### config.mk
export PLATFORM = sky130hd
export DESIGN_NAME = water_heater_thermostat_core_flat
export DESIGN_NICKNAME = d
export VERILOG_FILES = /design/src/rtl/core/whc_pkg.sv /design/src/rtl/core/whc_in_if.sv /design/src/rtl/core/whc_out_if.sv /design/src/rtl/core/whc_front.sv /design/src/rtl/core/whc_queue.sv /design/src/rtl/core/whc_exec.sv /design/src/rtl/core/water_heater_thermostat_core.sv /design/src/flat_wrapper.sv
export SDC_FILE = /design/constraint.sdc
export NUM_CORES = 1
export LEC_CHECK = 0
export BUFFER_PORTS_ARGS = -buffer_cell sky130_fd_sc_hd__clkbuf_2
export CAP_MARGIN = 20
export CORE_ASPECT_RATIO = 0.75
export CORE_MARGIN = 2
export CORE_UTILIZATION = 60
export DETAILED_ROUTE_END_ITERATION = 7
export HOLD_SLACK_MARGIN = 0.12
export PLACE_DENSITY = 0.78
export SYNTH_ARGS = -nofsm -noshare
export SYNTH_HDL_FRONTEND = slang
export SYNTH_HIERARCHICAL = 1
export SYNTH_SLANG_ARGS = --single-unit
### constraint.sdc
create_clock -name clk -period 10.8 [get_ports clk]
set_clock_uncertainty 0.15 [all_clocks]
set_input_delay 2.16 -clock clk [delete_from_list [all_inputs] [get_ports clk]]
set_output_delay 2.16 -clock clk [all_outputs]
set_load 0.02 [all_outputs]
### src/rtl/core/whc_pkg.sv
package whc_pkg;

    // Field widths
    localparam int ACTION_W   = 3;
    localparam int TEMP_W     = 8;
    localparam int BAND_W     = 6;
    localparam int STEP_W     = 5;
    localparam int SETPT_W    = 7;
    localparam int TIMEOUT_W  = 3;
    localparam int MODE_W     = 2;
    localparam int IDLE_W     = 3;
    localparam int SUM_W      = 12;
    localparam int COUNT_W    = 4;
    localparam int AVG_W      = 8;
    localparam int CFG_IDX_W  = 3;
    localparam int CFG_DATA_W = 7;

    // Averaging window default
    localparam int WINDOW_SAMPLES_DEF = 10;

    // Decoupling queue depth
    localparam int QUEUE_DEPTH = 2;

    // Action codes on the input channel
    localparam logic [ACTION_W-1:0] ACT_SAMPLE = 3'd0;
    localparam logic [ACTION_W-1:0] ACT_UP     = 3'd1;
    localparam logic [ACTION_W-1:0] ACT_DOWN   = 3'd2;
    localparam logic [ACTION_W-1:0] ACT_POWER  = 3'd3;
    localparam logic [ACTION_W-1:0] ACT_TICK   = 3'd4;

    // Register indexes
    localparam logic [CFG_IDX_W-1:0] CFG_BAND    = 3'd0;
    localparam logic [CFG_IDX_W-1:0] CFG_STEP    = 3'd1;
    localparam logic [CFG_IDX_W-1:0] CFG_MAX     = 3'd2;
    localparam logic [CFG_IDX_W-1:0] CFG_MIN     = 3'd3;
    localparam logic [CFG_IDX_W-1:0] CFG_TIMEOUT = 3'd4;

    // Register reset values
    localparam logic [BAND_W-1:0]    RST_BAND    = 6'd5;
    localparam logic [STEP_W-1:0]    RST_STEP    = 5'd5;
    localparam logic [SETPT_W-1:0]   RST_MAX     = 7'd75;
    localparam logic [SETPT_W-1:0]   RST_MIN     = 7'd35;
    localparam logic [TIMEOUT_W-1:0] RST_TIMEOUT = 3'd5;

    // State reset value and mode thresholds
    localparam logic [SETPT_W-1:0] RST_TARGET = 7'd60;
    localparam logic [MODE_W-1:0]  MODE_TOP   = 2'd3;
    localparam logic [MODE_W-1:0]  MODE_ADJ   = 2'd2;

    // Decoded operation carried to the execute side
    typedef enum logic [2:0] {
        OP_NONE   = 3'd0,
        OP_SAMPLE = 3'd1,
        OP_UP     = 3'd2,
        OP_DOWN   = 3'd3,
        OP_POWER  = 3'd4,
        OP_TICK   = 3'd5
    } op_t;

    typedef struct packed {
        op_t               op;
        logic [TEMP_W-1:0] temperature;
    } item_t;

    typedef struct packed {
        logic [BAND_W-1:0]    band;
        logic [STEP_W-1:0]    step;
        logic [SETPT_W-1:0]   sp_max;
        logic [SETPT_W-1:0]   sp_min;
        logic [TIMEOUT_W-1:0] timeout;
    } cfg_t;

    typedef struct packed {
        logic full;
        logic empty;
    } q_stat_t;

endpackage

### src/rtl/core/whc_in_if.sv
interface whc_in_if;
    logic                           valid;
    logic                           ready;
    logic [whc_pkg::ACTION_W-1:0]   action;
    logic [whc_pkg::TEMP_W-1:0]     temperature;

    modport source (output valid, output action, output temperature, input ready);
    modport sink   (input valid, input action, input temperature, output ready);
endinterface

### src/rtl/core/whc_out_if.sv
interface whc_out_if;
    logic                          valid;
    logic                          ready;
    logic                          heater_on;
    logic                          cooler_on;
    logic                          powered;
    logic                          in_set_mode;
    logic [whc_pkg::SETPT_W-1:0]   setpoint;
    logic [whc_pkg::AVG_W-1:0]     average_temp;

    modport source (output valid, output heater_on, output cooler_on, output powered,
                    output in_set_mode, output setpoint, output average_temp,
                    input ready);
    modport sink   (input valid, input heater_on, input cooler_on, input powered,
                    input in_set_mode, input setpoint, input average_temp,
                    output ready);
endinterface

### src/rtl/core/whc_front.sv
module whc_front (
    whc_in_if.sink          cmd,
    input  logic            q_ready,
    output logic            push,
    output whc_pkg::item_t  push_item
);

    // Accept whenever the queue has room
    assign cmd.ready = q_ready;
    assign push      = cmd.valid && q_ready;

    // Decode the action into an operation
    always_comb
    begin
        push_item.temperature = cmd.temperature;
        case (cmd.action)
            whc_pkg::ACT_SAMPLE: push_item.op = whc_pkg::OP_SAMPLE;
            whc_pkg::ACT_UP:     push_item.op = whc_pkg::OP_UP;
            whc_pkg::ACT_DOWN:   push_item.op = whc_pkg::OP_DOWN;
            whc_pkg::ACT_POWER:  push_item.op = whc_pkg::OP_POWER;
            whc_pkg::ACT_TICK:   push_item.op = whc_pkg::OP_TICK;
            default:             push_item.op = whc_pkg::OP_NONE;
        endcase
    end

endmodule

### src/rtl/core/whc_queue.sv
module whc_queue (
    input  logic              clk,
    input  logic              rst_n,
    input  logic              push,
    input  whc_pkg::item_t    push_item,
    input  logic              pop,
    output logic              ready,
    output logic              valid,
    output whc_pkg::item_t    head,
    output whc_pkg::q_stat_t  stat
);

    localparam int DEPTH = whc_pkg::QUEUE_DEPTH;
    localparam int PTR_W = (DEPTH > 1) ? $clog2(DEPTH) : 1;
    localparam int CNT_W = $clog2(DEPTH + 1);
    localparam logic [PTR_W-1:0] LAST = PTR_W'(DEPTH - 1);

    whc_pkg::item_t     entry_reg [DEPTH];
    logic [PTR_W-1:0]   wr_ptr_reg, wr_ptr_next;
    logic [PTR_W-1:0]   rd_ptr_reg, rd_ptr_next;
    logic [CNT_W-1:0]   count_reg, count_next;
    logic               do_push, do_pop;

    assign stat.full  = (count_reg == CNT_W'(DEPTH));
    assign stat.empty = (count_reg == '0);
    assign ready      = !stat.full;
    assign valid      = !stat.empty;
    assign head       = entry_reg[rd_ptr_reg];
    assign do_push    = push && !stat.full;
    assign do_pop     = pop && !stat.empty;

    // Pointer and fill count
    always_comb
    begin
        wr_ptr_next = wr_ptr_reg;
        rd_ptr_next = rd_ptr_reg;
        count_next  = count_reg;
        if (do_push)
        begin
            wr_ptr_next = (wr_ptr_reg == LAST) ? '0 : wr_ptr_reg + 1'b1;
        end
        if (do_pop)
        begin
            rd_ptr_next = (rd_ptr_reg == LAST) ? '0 : rd_ptr_reg + 1'b1;
        end
        if (do_push && !do_pop)
        begin
            count_next = count_reg + 1'b1;
        end
        else if (do_pop && !do_push)
        begin
            count_next = count_reg - 1'b1;
        end
    end

    always_ff @(posedge clk or negedge rst_n)
    begin
        if (!rst_n)
        begin
            wr_ptr_reg <= '0;
            rd_ptr_reg <= '0;
            count_reg  <= '0;
        end
        else
        begin
            wr_ptr_reg <= wr_ptr_next;
            rd_ptr_reg <= rd_ptr_next;
            count_reg  <= count_next;
        end
    end

    // Storage
    always_ff @(posedge clk)
    begin
        if (do_push)
        begin
            entry_reg[wr_ptr_reg] <= push_item;
        end
    end

endmodule

### src/rtl/core/whc_exec.sv
module whc_exec #(
    parameter int WindowSamples = whc_pkg::WINDOW_SAMPLES_DEF
) (
    input  logic            clk,
    input  logic            rst_n,
    input  whc_pkg::cfg_t   cfg,
    input  logic            q_valid,
    input  whc_pkg::item_t  item,
    output logic            pop,
    whc_out_if.source       status
);

    // Reciprocal for the window divide, exact for every 12-bit sum
    localparam int RECIP_SHIFT = whc_pkg::SUM_W + 5;
    localparam int RECIP_W     = RECIP_SHIFT + 1;
    localparam int PROD_W      = whc_pkg::SUM_W + RECIP_W;
    localparam int RECIP       = ((2 ** RECIP_SHIFT) + WindowSamples - 1) / WindowSamples;
    localparam logic [whc_pkg::COUNT_W:0] WIN = (whc_pkg::COUNT_W + 1)'(WindowSamples);

    logic                            power_reg, power_next;
    logic [whc_pkg::MODE_W-1:0]      mode_reg, mode_next, mode_inc;
    logic [whc_pkg::IDLE_W-1:0]      idle_reg, idle_next, idle_inc;
    logic [whc_pkg::SETPT_W-1:0]     target_reg, target_next, down_val;
    logic [whc_pkg::SUM_W-1:0]       sum_reg, sum_next, sum_add;
    logic [whc_pkg::COUNT_W-1:0]     count_reg, count_next;
    logic                            heater_reg, heater_next;
    logic                            cooler_reg, cooler_next;
    logic [whc_pkg::AVG_W-1:0]       avg_reg, avg_next, avg_new;
    logic [whc_pkg::SETPT_W:0]       up_val;
    logic [PROD_W-1:0]               prod;
    logic                            out_valid_reg;

    // Output register frees when empty or taken
    assign pop = q_valid && (!out_valid_reg || status.ready);

    // Running sum and its window average
    assign sum_add  = sum_reg + whc_pkg::SUM_W'(item.temperature);
    assign prod     = PROD_W'(sum_add) * PROD_W'(RECIP);
    assign avg_new  = prod[RECIP_SHIFT +: whc_pkg::AVG_W];

    // Button and tick helpers
    assign mode_inc = (mode_reg == whc_pkg::MODE_TOP) ? mode_reg : mode_reg + 1'b1;
    assign idle_inc = idle_reg + 1'b1;
    assign up_val   = (whc_pkg::SETPT_W + 1)'(target_reg) + (whc_pkg::SETPT_W + 1)'(cfg.step);
    assign down_val = (target_reg >= whc_pkg::SETPT_W'(cfg.step))
                      ? target_reg - whc_pkg::SETPT_W'(cfg.step) : '0;

    // State update for one beat
    always_comb
    begin
        power_next  = power_reg;
        mode_next   = mode_reg;
        idle_next   = idle_reg;
        target_next = target_reg;
        sum_next    = sum_reg;
        count_next  = count_reg;
        heater_next = heater_reg;
        cooler_next = cooler_reg;
        avg_next    = avg_reg;
        case (item.op)
            whc_pkg::OP_SAMPLE:
            begin
                if (power_reg)
                begin
                    if ({1'b0, count_reg} + 1'b1 >= WIN)
                    begin
                        avg_next   = avg_new;
                        sum_next   = '0;
                        count_next = '0;
                        if (9'(avg_new) + 9'(cfg.band) <= 9'(target_reg))
                        begin
                            heater_next = 1'b1;
                            cooler_next = 1'b0;
                        end
                        if (9'(avg_new) >= 9'(target_reg) + 9'(cfg.band))
                        begin
                            heater_next = 1'b0;
                            cooler_next = 1'b1;
                        end
                    end
                    else
                    begin
                        sum_next   = sum_add;
                        count_next = count_reg + 1'b1;
                    end
                end
            end
            whc_pkg::OP_UP:
            begin
                idle_next = '0;
                mode_next = mode_inc;
                if (mode_inc >= whc_pkg::MODE_ADJ && target_reg < cfg.sp_max)
                begin
                    target_next = (up_val > (whc_pkg::SETPT_W + 1)'(cfg.sp_max))
                                  ? cfg.sp_max : up_val[whc_pkg::SETPT_W-1:0];
                end
            end
            whc_pkg::OP_DOWN:
            begin
                idle_next = '0;
                mode_next = mode_inc;
                if (mode_inc >= whc_pkg::MODE_ADJ && target_reg > cfg.sp_min)
                begin
                    target_next = (down_val < cfg.sp_min) ? cfg.sp_min : down_val;
                end
            end
            whc_pkg::OP_POWER:
            begin
                power_next = !power_reg;
                if (power_reg)
                begin
                    heater_next = 1'b0;
                    cooler_next = 1'b0;
                    mode_next   = '0;
                    idle_next   = '0;
                end
            end
            whc_pkg::OP_TICK:
            begin
                if (mode_reg != '0)
                begin
                    if (idle_inc == cfg.timeout)
                    begin
                        mode_next = '0;
                        idle_next = '0;
                    end
                    else
                    begin
                        idle_next = idle_inc;
                    end
                end
            end
            default:
            begin
            end
        endcase
    end

    // State and output valid
    always_ff @(posedge clk or negedge rst_n)
    begin
        if (!rst_n)
        begin
            power_reg     <= 1'b0;
            mode_reg      <= '0;
            idle_reg      <= '0;
            target_reg    <= whc_pkg::RST_TARGET;
            sum_reg       <= '0;
            count_reg     <= '0;
            heater_reg    <= 1'b0;
            cooler_reg    <= 1'b0;
            avg_reg       <= '0;
            out_valid_reg <= 1'b0;
        end
        else
        begin
            if (pop)
            begin
                power_reg  <= power_next;
                mode_reg   <= mode_next;
                idle_reg   <= idle_next;
                target_reg <= target_next;
                sum_reg    <= sum_next;
                count_reg  <= count_next;
                heater_reg <= heater_next;
                cooler_reg <= cooler_next;
                avg_reg    <= avg_next;
            end
            if (pop)
            begin
                out_valid_reg <= 1'b1;
            end
            else if (status.ready)
            begin
                out_valid_reg <= 1'b0;
            end
        end
    end

    // Result payload register
    always_ff @(posedge clk)
    begin
        if (pop)
        begin
            status.heater_on    <= heater_next;
            status.cooler_on    <= cooler_next;
            status.powered      <= power_next;
            status.in_set_mode  <= (mode_next != '0);
            status.setpoint     <= target_next;
            status.average_temp <= avg_next;
        end
    end

    assign status.valid = out_valid_reg;

endmodule

### src/rtl/core/water_heater_thermostat_core.sv
// Flow: a beat accepted on cmd enters the queue at the accepting edge and is written to the result
// register when the execute stage pops it, which waits while a result is held on status.
// Throughput: one beat per cycle while status takes each result; the execute stage registers all state on a pop.
// The two-entry queue lets cmd keep accepting while a result waits on status.
// Reset: rst_n is asynchronous, active low; it empties the queue, clears the result valid,
// loads the registers and state with their defaults (setpoint 60, power off).
module water_heater_thermostat_core #(
    parameter int WindowSamples = whc_pkg::WINDOW_SAMPLES_DEF
) (
    input  logic                              clk,
    input  logic                              rst_n,
    whc_in_if.sink                            cmd,
    whc_out_if.source                         status,
    input  logic                              cfg_wr_en,
    input  logic [whc_pkg::CFG_IDX_W-1:0]     cfg_index,
    input  logic [whc_pkg::CFG_DATA_W-1:0]    cfg_data
);

    whc_pkg::cfg_t      cfg_reg;
    whc_pkg::item_t     push_item, head;
    whc_pkg::q_stat_t   q_stat;
    logic               push, pop, q_ready, q_valid;

    // Configuration registers
    always_ff @(posedge clk or negedge rst_n)
    begin
        if (!rst_n)
        begin
            cfg_reg.band    <= whc_pkg::RST_BAND;
            cfg_reg.step    <= whc_pkg::RST_STEP;
            cfg_reg.sp_max  <= whc_pkg::RST_MAX;
            cfg_reg.sp_min  <= whc_pkg::RST_MIN;
            cfg_reg.timeout <= whc_pkg::RST_TIMEOUT;
        end
        else if (cfg_wr_en)
        begin
            case (cfg_index)
                whc_pkg::CFG_BAND:    cfg_reg.band    <= cfg_data[whc_pkg::BAND_W-1:0];
                whc_pkg::CFG_STEP:    cfg_reg.step    <= cfg_data[whc_pkg::STEP_W-1:0];
                whc_pkg::CFG_MAX:     cfg_reg.sp_max  <= cfg_data[whc_pkg::SETPT_W-1:0];
                whc_pkg::CFG_MIN:     cfg_reg.sp_min  <= cfg_data[whc_pkg::SETPT_W-1:0];
                whc_pkg::CFG_TIMEOUT: cfg_reg.timeout <= cfg_data[whc_pkg::TIMEOUT_W-1:0];
                default:
                begin
                end
            endcase
        end
    end

    // Front: accept and decode
    whc_front u_front (
        .cmd       (cmd),
        .q_ready   (q_ready),
        .push      (push),
        .push_item (push_item)
    );

    // Decoupling queue
    whc_queue u_queue (
        .clk       (clk),
        .rst_n     (rst_n),
        .push      (push),
        .push_item (push_item),
        .pop       (pop),
        .ready     (q_ready),
        .valid     (q_valid),
        .head      (head),
        .stat      (q_stat)
    );

    // Back: state update and result register
    whc_exec #(
        .WindowSamples (WindowSamples)
    ) u_exec (
        .clk     (clk),
        .rst_n   (rst_n),
        .cfg     (cfg_reg),
        .q_valid (q_valid),
        .item    (head),
        .pop     (pop),
        .status  (status)
    );

    // Queue never reports full and empty together
    a_queue_flags: assert property (@(posedge clk) disable iff (!rst_n)
        !(q_stat.full && q_stat.empty))
        else $error("queue full and empty at once");

    // Heater and cooler are never driven together
    a_elements_exclusive: assert property (@(posedge clk) disable iff (!rst_n)
        status.valid |-> !(status.heater_on && status.cooler_on))
        else $error("heater and cooler both on");

    // With power off both elements are off
    a_unpowered_off: assert property (@(posedge clk) disable iff (!rst_n)
        (status.valid && !status.powered) |-> (!status.heater_on && !status.cooler_on))
        else $error("element on while unpowered");

    // A popped beat always lands in the result register
    a_pop_lands: assert property (@(posedge clk) disable iff (!rst_n)
        pop |=> status.valid)
        else $error("result lost after pop");

endmodule
### src/flat_wrapper.sv
// flat-port wrapper written by rule: the top's interface ports become plain ports
module water_heater_thermostat_core_flat 
#(
    parameter int WindowSamples = whc_pkg::WINDOW_SAMPLES_DEF
)
  (clk, rst_n, cfg_wr_en, cfg_index, cfg_data, cmd_valid, cmd_action, cmd_temperature, cmd_ready, status_valid, status_heater_on, status_cooler_on, status_powered, status_in_set_mode, status_setpoint, status_average_temp, status_ready);
  whc_in_if cmd_i ();
  whc_out_if status_i ();
  input  logic clk;
  input  logic rst_n;
  input  logic cfg_wr_en;
  input  logic [whc_pkg::CFG_IDX_W-1:0] cfg_index;
  input  logic [whc_pkg::CFG_DATA_W-1:0] cfg_data;
  input wire logic [$bits(cmd_i.valid)-1:0] cmd_valid;
  input wire logic [$bits(cmd_i.action)-1:0] cmd_action;
  input wire logic [$bits(cmd_i.temperature)-1:0] cmd_temperature;
  output wire logic [$bits(cmd_i.ready)-1:0] cmd_ready;
  output wire logic [$bits(status_i.valid)-1:0] status_valid;
  output wire logic [$bits(status_i.heater_on)-1:0] status_heater_on;
  output wire logic [$bits(status_i.cooler_on)-1:0] status_cooler_on;
  output wire logic [$bits(status_i.powered)-1:0] status_powered;
  output wire logic [$bits(status_i.in_set_mode)-1:0] status_in_set_mode;
  output wire logic [$bits(status_i.setpoint)-1:0] status_setpoint;
  output wire logic [$bits(status_i.average_temp)-1:0] status_average_temp;
  input wire logic [$bits(status_i.ready)-1:0] status_ready;
  assign cmd_i.valid = cmd_valid;
  assign cmd_i.action = cmd_action;
  assign cmd_i.temperature = cmd_temperature;
  assign cmd_ready = cmd_i.ready;
  assign status_valid = status_i.valid;
  assign status_heater_on = status_i.heater_on;
  assign status_cooler_on = status_i.cooler_on;
  assign status_powered = status_i.powered;
  assign status_in_set_mode = status_i.in_set_mode;
  assign status_setpoint = status_i.setpoint;
  assign status_average_temp = status_i.average_temp;
  assign status_i.ready = status_ready;
  water_heater_thermostat_core #(.WindowSamples(WindowSamples)) u_core (.clk(clk), .rst_n(rst_n), .cmd(cmd_i), .status(status_i), .cfg_wr_en(cfg_wr_en), .cfg_index(cfg_index), .cfg_data(cfg_data));
endmodule
### Yosys cells after proc, flatten, opt, wreduce, memory -nomap -nowiden

Memory sizes are Yosys's and may differ from the RTL's.
Cells that the tools add are included.

| word-level totals | value |
|---|---|
| register bits after elaboration | 91 |
| RAM bits | 22 |
| bits of input ports | 26 |
| output and inout bits | 21 |
| word-level logic and storage cells | 139 |
| memories kept | 1 |

| cells by class | value |
|---|---|
| add/sub/neg operators | 13 |
| $mul | 1 |
| $lt $le $gt $ge | 9 |
| equal/unequal tests | 18 |
| multiplexer cells | 42 |
| reduce and logical (&&, ||, !) cells | 31 |

Memories:

| name | depth | width | read ports | clocked after memory_dff | write ports | line | RTL |
|---|---|---|---|---|---|---|---|
| u_core.u_queue.entry_reg | 2 | 11 | 1 | 0 | 1 | whc_queue.sv:18 | `whc_pkg::item_t entry_reg [DEPTH];` |

Operators by type and width:

| kind | count |
|---|---|
| two-way mux 7 bit | 5 |
| two-way mux 8 bit | 3 |
| multiplier 12 x 12 -> 23 bit, second input constant | 1 |
| equality test 3 x 2 -> 1 bit, second input constant | 6 |
| two-way mux 1 bit | 17 |
| one-hot mux 3 bit (5 select lines) | 1 |
| less-than comparator 7 bit | 2 |
| one-hot mux 7 bit (2 select lines) | 1 |
| adder 12 x 8 -> 12 bit | 1 |
| equality test 3 bit, second input constant | 4 |
| two-way mux 12 bit | 1 |
| two-way mux 2 bit | 6 |
| AND reduction 2 bit | 5 |
| adder 8 x 6 -> 9 bit | 1 |
| equality test 3 x 1 -> 1 bit, second input constant | 3 |
| less-or-equal comparator 9 x 7 -> 1 bit | 1 |
| two-way mux 3 bit | 3 |
| one-hot mux 3 bit (3 select lines) | 1 |
| adder 7 x 5 -> 8 bit | 1 |
| adder 7 x 6 -> 8 bit | 1 |
| >= comparator 8 bit | 1 |
| greater-than comparator 8 x 7 -> 1 bit | 1 |
| logical AND 1 bit | 8 |
| nonzero test 2 bit | 4 |
| 25 further kinds | 36 |

### Logic depth before layout (Yosys ltp)

An unclocked memory read counts as a cell.

| logic depth | value |
|---|---|
| depth in word-level cells | 10 |
| mapped depth | 39 |
| depth with buffers taken out | 39 |

### By module

Netlist, hierarchy kept.

By module, submodules not included:

| module | times used | cells an instance | area an instance (µm²) | sequential area each (µm²) |
|---|---|---|---|---|
| whc_exec | 1 | 827 | 7,636.1 | 1,576.5 |
| water_heater_thermostat_core | 1 | 62 | 1,111.1 | 716.9 |
| whc_queue | 1 | 54 | 1,014.7 | 760.7 |
| whc_front | 1 | 16 | 107.6 | 0.0 |

### Worst setup path after synthesis

No wires, ideal clock.

| timing | value |
|---|---|
| kind | reg-to-reg |
| start | register u_core.u_queue.rd_ptr_reg |
| end | register u_core.u_exec.status.cooler_on, data pin |
| data arrival time | 8.810 ns |
| setup slack | 1.579 ns |
| stages on the path, launching flop included | 38 |
| path buffers | 1 |
| clock period less this slack | 9.221 ns |
| cell sequence | dfrtp_1 buf_6 mux2_2 fa_1 a21o_1 a21oi_1 nor2b_1 o21a_1 o221ai_1 xnor2_1 ha_1 fa_1 fa_1 inv_1 fa_1 fa_1 inv_1 ha_1 [... 2 more ...] a221oi_1 nor2b_1 nor2_1 xnor2_1 fa_1 a21o_1 a21oi_1 o21bai_1 a21oi_1 xnor2_1 ha_1 nand3_1 o22ai_1 a21oi_1 a311oi_1 mux2i_1 and3_1 a221o_1 |

RTL lines:

| item | line | RTL |
|---|---|---|
| start, declared | whc_queue.sv:20 | `logic [PTR_W-1:0] rd_ptr_reg, rd_ptr_next;` |
| start signal, assigned | whc_queue.sv:67 | `rd_ptr_reg <= rd_ptr_next;` |
| end signal, assigned | whc_exec.sv:186 | `status.cooler_on <= cooler_next;` |
| end, declared | whc_out_if.sv:11 | `modport source (output valid, output heater_on, output cooler_on, output powered,` |

==> results.toml <==
[status]
status = "finished, final reports clean"

[clock_tree]
cts-root-buf = "clkbuf_16"
cts.clk_slew.worst_paths_ns = 0.06
cts_buffers = 17
cts_tree = "built"
insertion_delay_ns = 0.43
cts_buffer_depth = 2
htreeDepth = 4
post_cts_buffers = 0
cts_sinks = 113

[global_route]
gr-usage-all-layers = 0.261
grt_pass1_vias = 7097
grt_pass1_wl_mm = 36.1
grt-ovfl-total = 0
grt_max_degree = 73
antenna_found_initial = 0

[timing]
finalCriticalPeriod_ns = 10.09
fin_crit_sh = 0.935
finalSetupTns_ns = 0
slew_headroom = 0.349
slew_violations = 0
final-setup-viol-count = 0
clock.fmax_mhz = 99.1
hold_violations = 0
worst_pin_slew_ns = 0.972
rsz0062_at_grt = "false"
holdWs_ns = 0.331

[layout]
antennaDiodeCount = 0
fin_area_sq_um = 10900
final_common_cell = "ha_1"
nets = 1227
final_cell_mix = "ha_1, inv_1, dfrtp_1, nand2_1, mux2_2"
largest_reg_flops = 28
final_layout_size_suffix_gt1_frac = 0.165
n_fill_cell = 1229
fin_cells = 1226
syn_to_final_growth_pct = 10.4

[critical_path]
crit_arrival_ns = 10.12
cp_slowest_stage_delay_ns = 0.55
critPathKind = "flip-flop to flip-flop"
critPathRequiredTime_ns = 10.82
path_depth = 36
cp_max_fo = 6
path_buf_inv = 2
slowest_stage = "a221oi_1"
reg2regPathDepth = 36
cp-start-kind = "flip-flop"
end_kind = "flip-flop"
path_delay_family = "adder cells"

[job]
maxCapViolations = 0

[detailed_routing]
antenna_left = 0
wl_per_cell_um = 17.8
drt_iter0_drc = 460
drtPass1Iterations = 5
routed_via_density = 5.85
drcViolationCount = 0
vias = 7166
routed_wirelength_mm = 21.8

[placed_design]
dp_cells = 1194
globalplace.congestion = 0.970
post-dp-hpwl_mm = 16.8
port_buffers = 46
placed_cell_area_sq_um = 10300

[min_path]
holdPathStages = 2
hp-class = "flip-flop to flip-flop"

[logic_synthesis]
synth_warnings = 6
synth.cell_area_sq_um = 9860
synthesis.nets = 1181
syn_area_per_cell_sq_um = 10.3
postSynthCellCount = 957

[floorplan]
die_h_um = 115
die_w_um = 152
start_util = 0.614
fp.dieArea_sq_um = 17500
core_region_area_sq_um = 16100
pin_count = 47
num_rows = 40
metal layers:
layer	vias up	part of all wire	GRT usage
li1	3430	-	-
met1	3467	0.50	0.393
met2	234	0.41	0.381
met3	35	0.068	0.0535
met4	0	0.018	0.0810
met5	-	0	0
path summary, 6_finish.rpt:
kind                                           startpoint  slack [ns]                        endpoint
max in group asynchronous                           rst_n        8.15              u_core/cfg_reg[12]
worst max register to register  u_core/u_queue/rd_ptr_reg        0.71  u_core/u_exec/status.cooler_on
worst min-delay path             u_core/u_exec/sum_reg[3]        0.33        u_core/u_exec/sum_reg[3]
min in group asynchronous                           rst_n        1.72              u_core/cfg_reg[20]
worst min register to register   u_core/u_exec/sum_reg[3]        0.33        u_core/u_exec/sum_reg[3]
worst max-delay path            u_core/u_queue/rd_ptr_reg        0.71  u_core/u_exec/status.cooler_on
cell type report:
cell class,instances,area [sq um],area share
clock inverters,15,195,0.0179
clock buffers,17,425,0.0391
well taps,210,263,0.0241
repair buffers,52,278,0.0255
inverters,143,537,0.0493
multi-input cells,676,6140,0.564
flip-flops and latches,113,3050,0.280
worst reg2reg max path, delay by kind of cell (launching register included):
| kind | cells | cell delay [ns] |
|---|---|---|
| buffers and inverters | 2 | 0.09 |
| AND/OR/NAND/NOR | 5 | 0.59 |
| AO/OA/AOI/OAI | 14 | 3.16 |
| adder cells (fa/ha/maj) | 10 | 4.06 |
| multiplexers | 2 | 0.56 |
| flip-flops | 1 | 0.44 |
| XOR/XNOR | 3 | 0.81 |
per-stage QoR:
step                utilization  setup WS [ns]
finish                    0.678          0.706
floorplan                     -           1.58
detailed placement        0.639          0.745
global route              0.678          0.101
CTS                       0.677          0.634
global placement          0.639          0.982
timing repair:
| action | in CTS | in global routing |
|---|---|---|
| gates resized for setup | 0 | 1 |
| setup endpoints to repair | 0 | 1 |
| hold buffers | 0 | 0 |
Power is left out: the tool's default activity adds up to more than one toggle a clock period on the data nets, which glitch-free logic cannot reach.
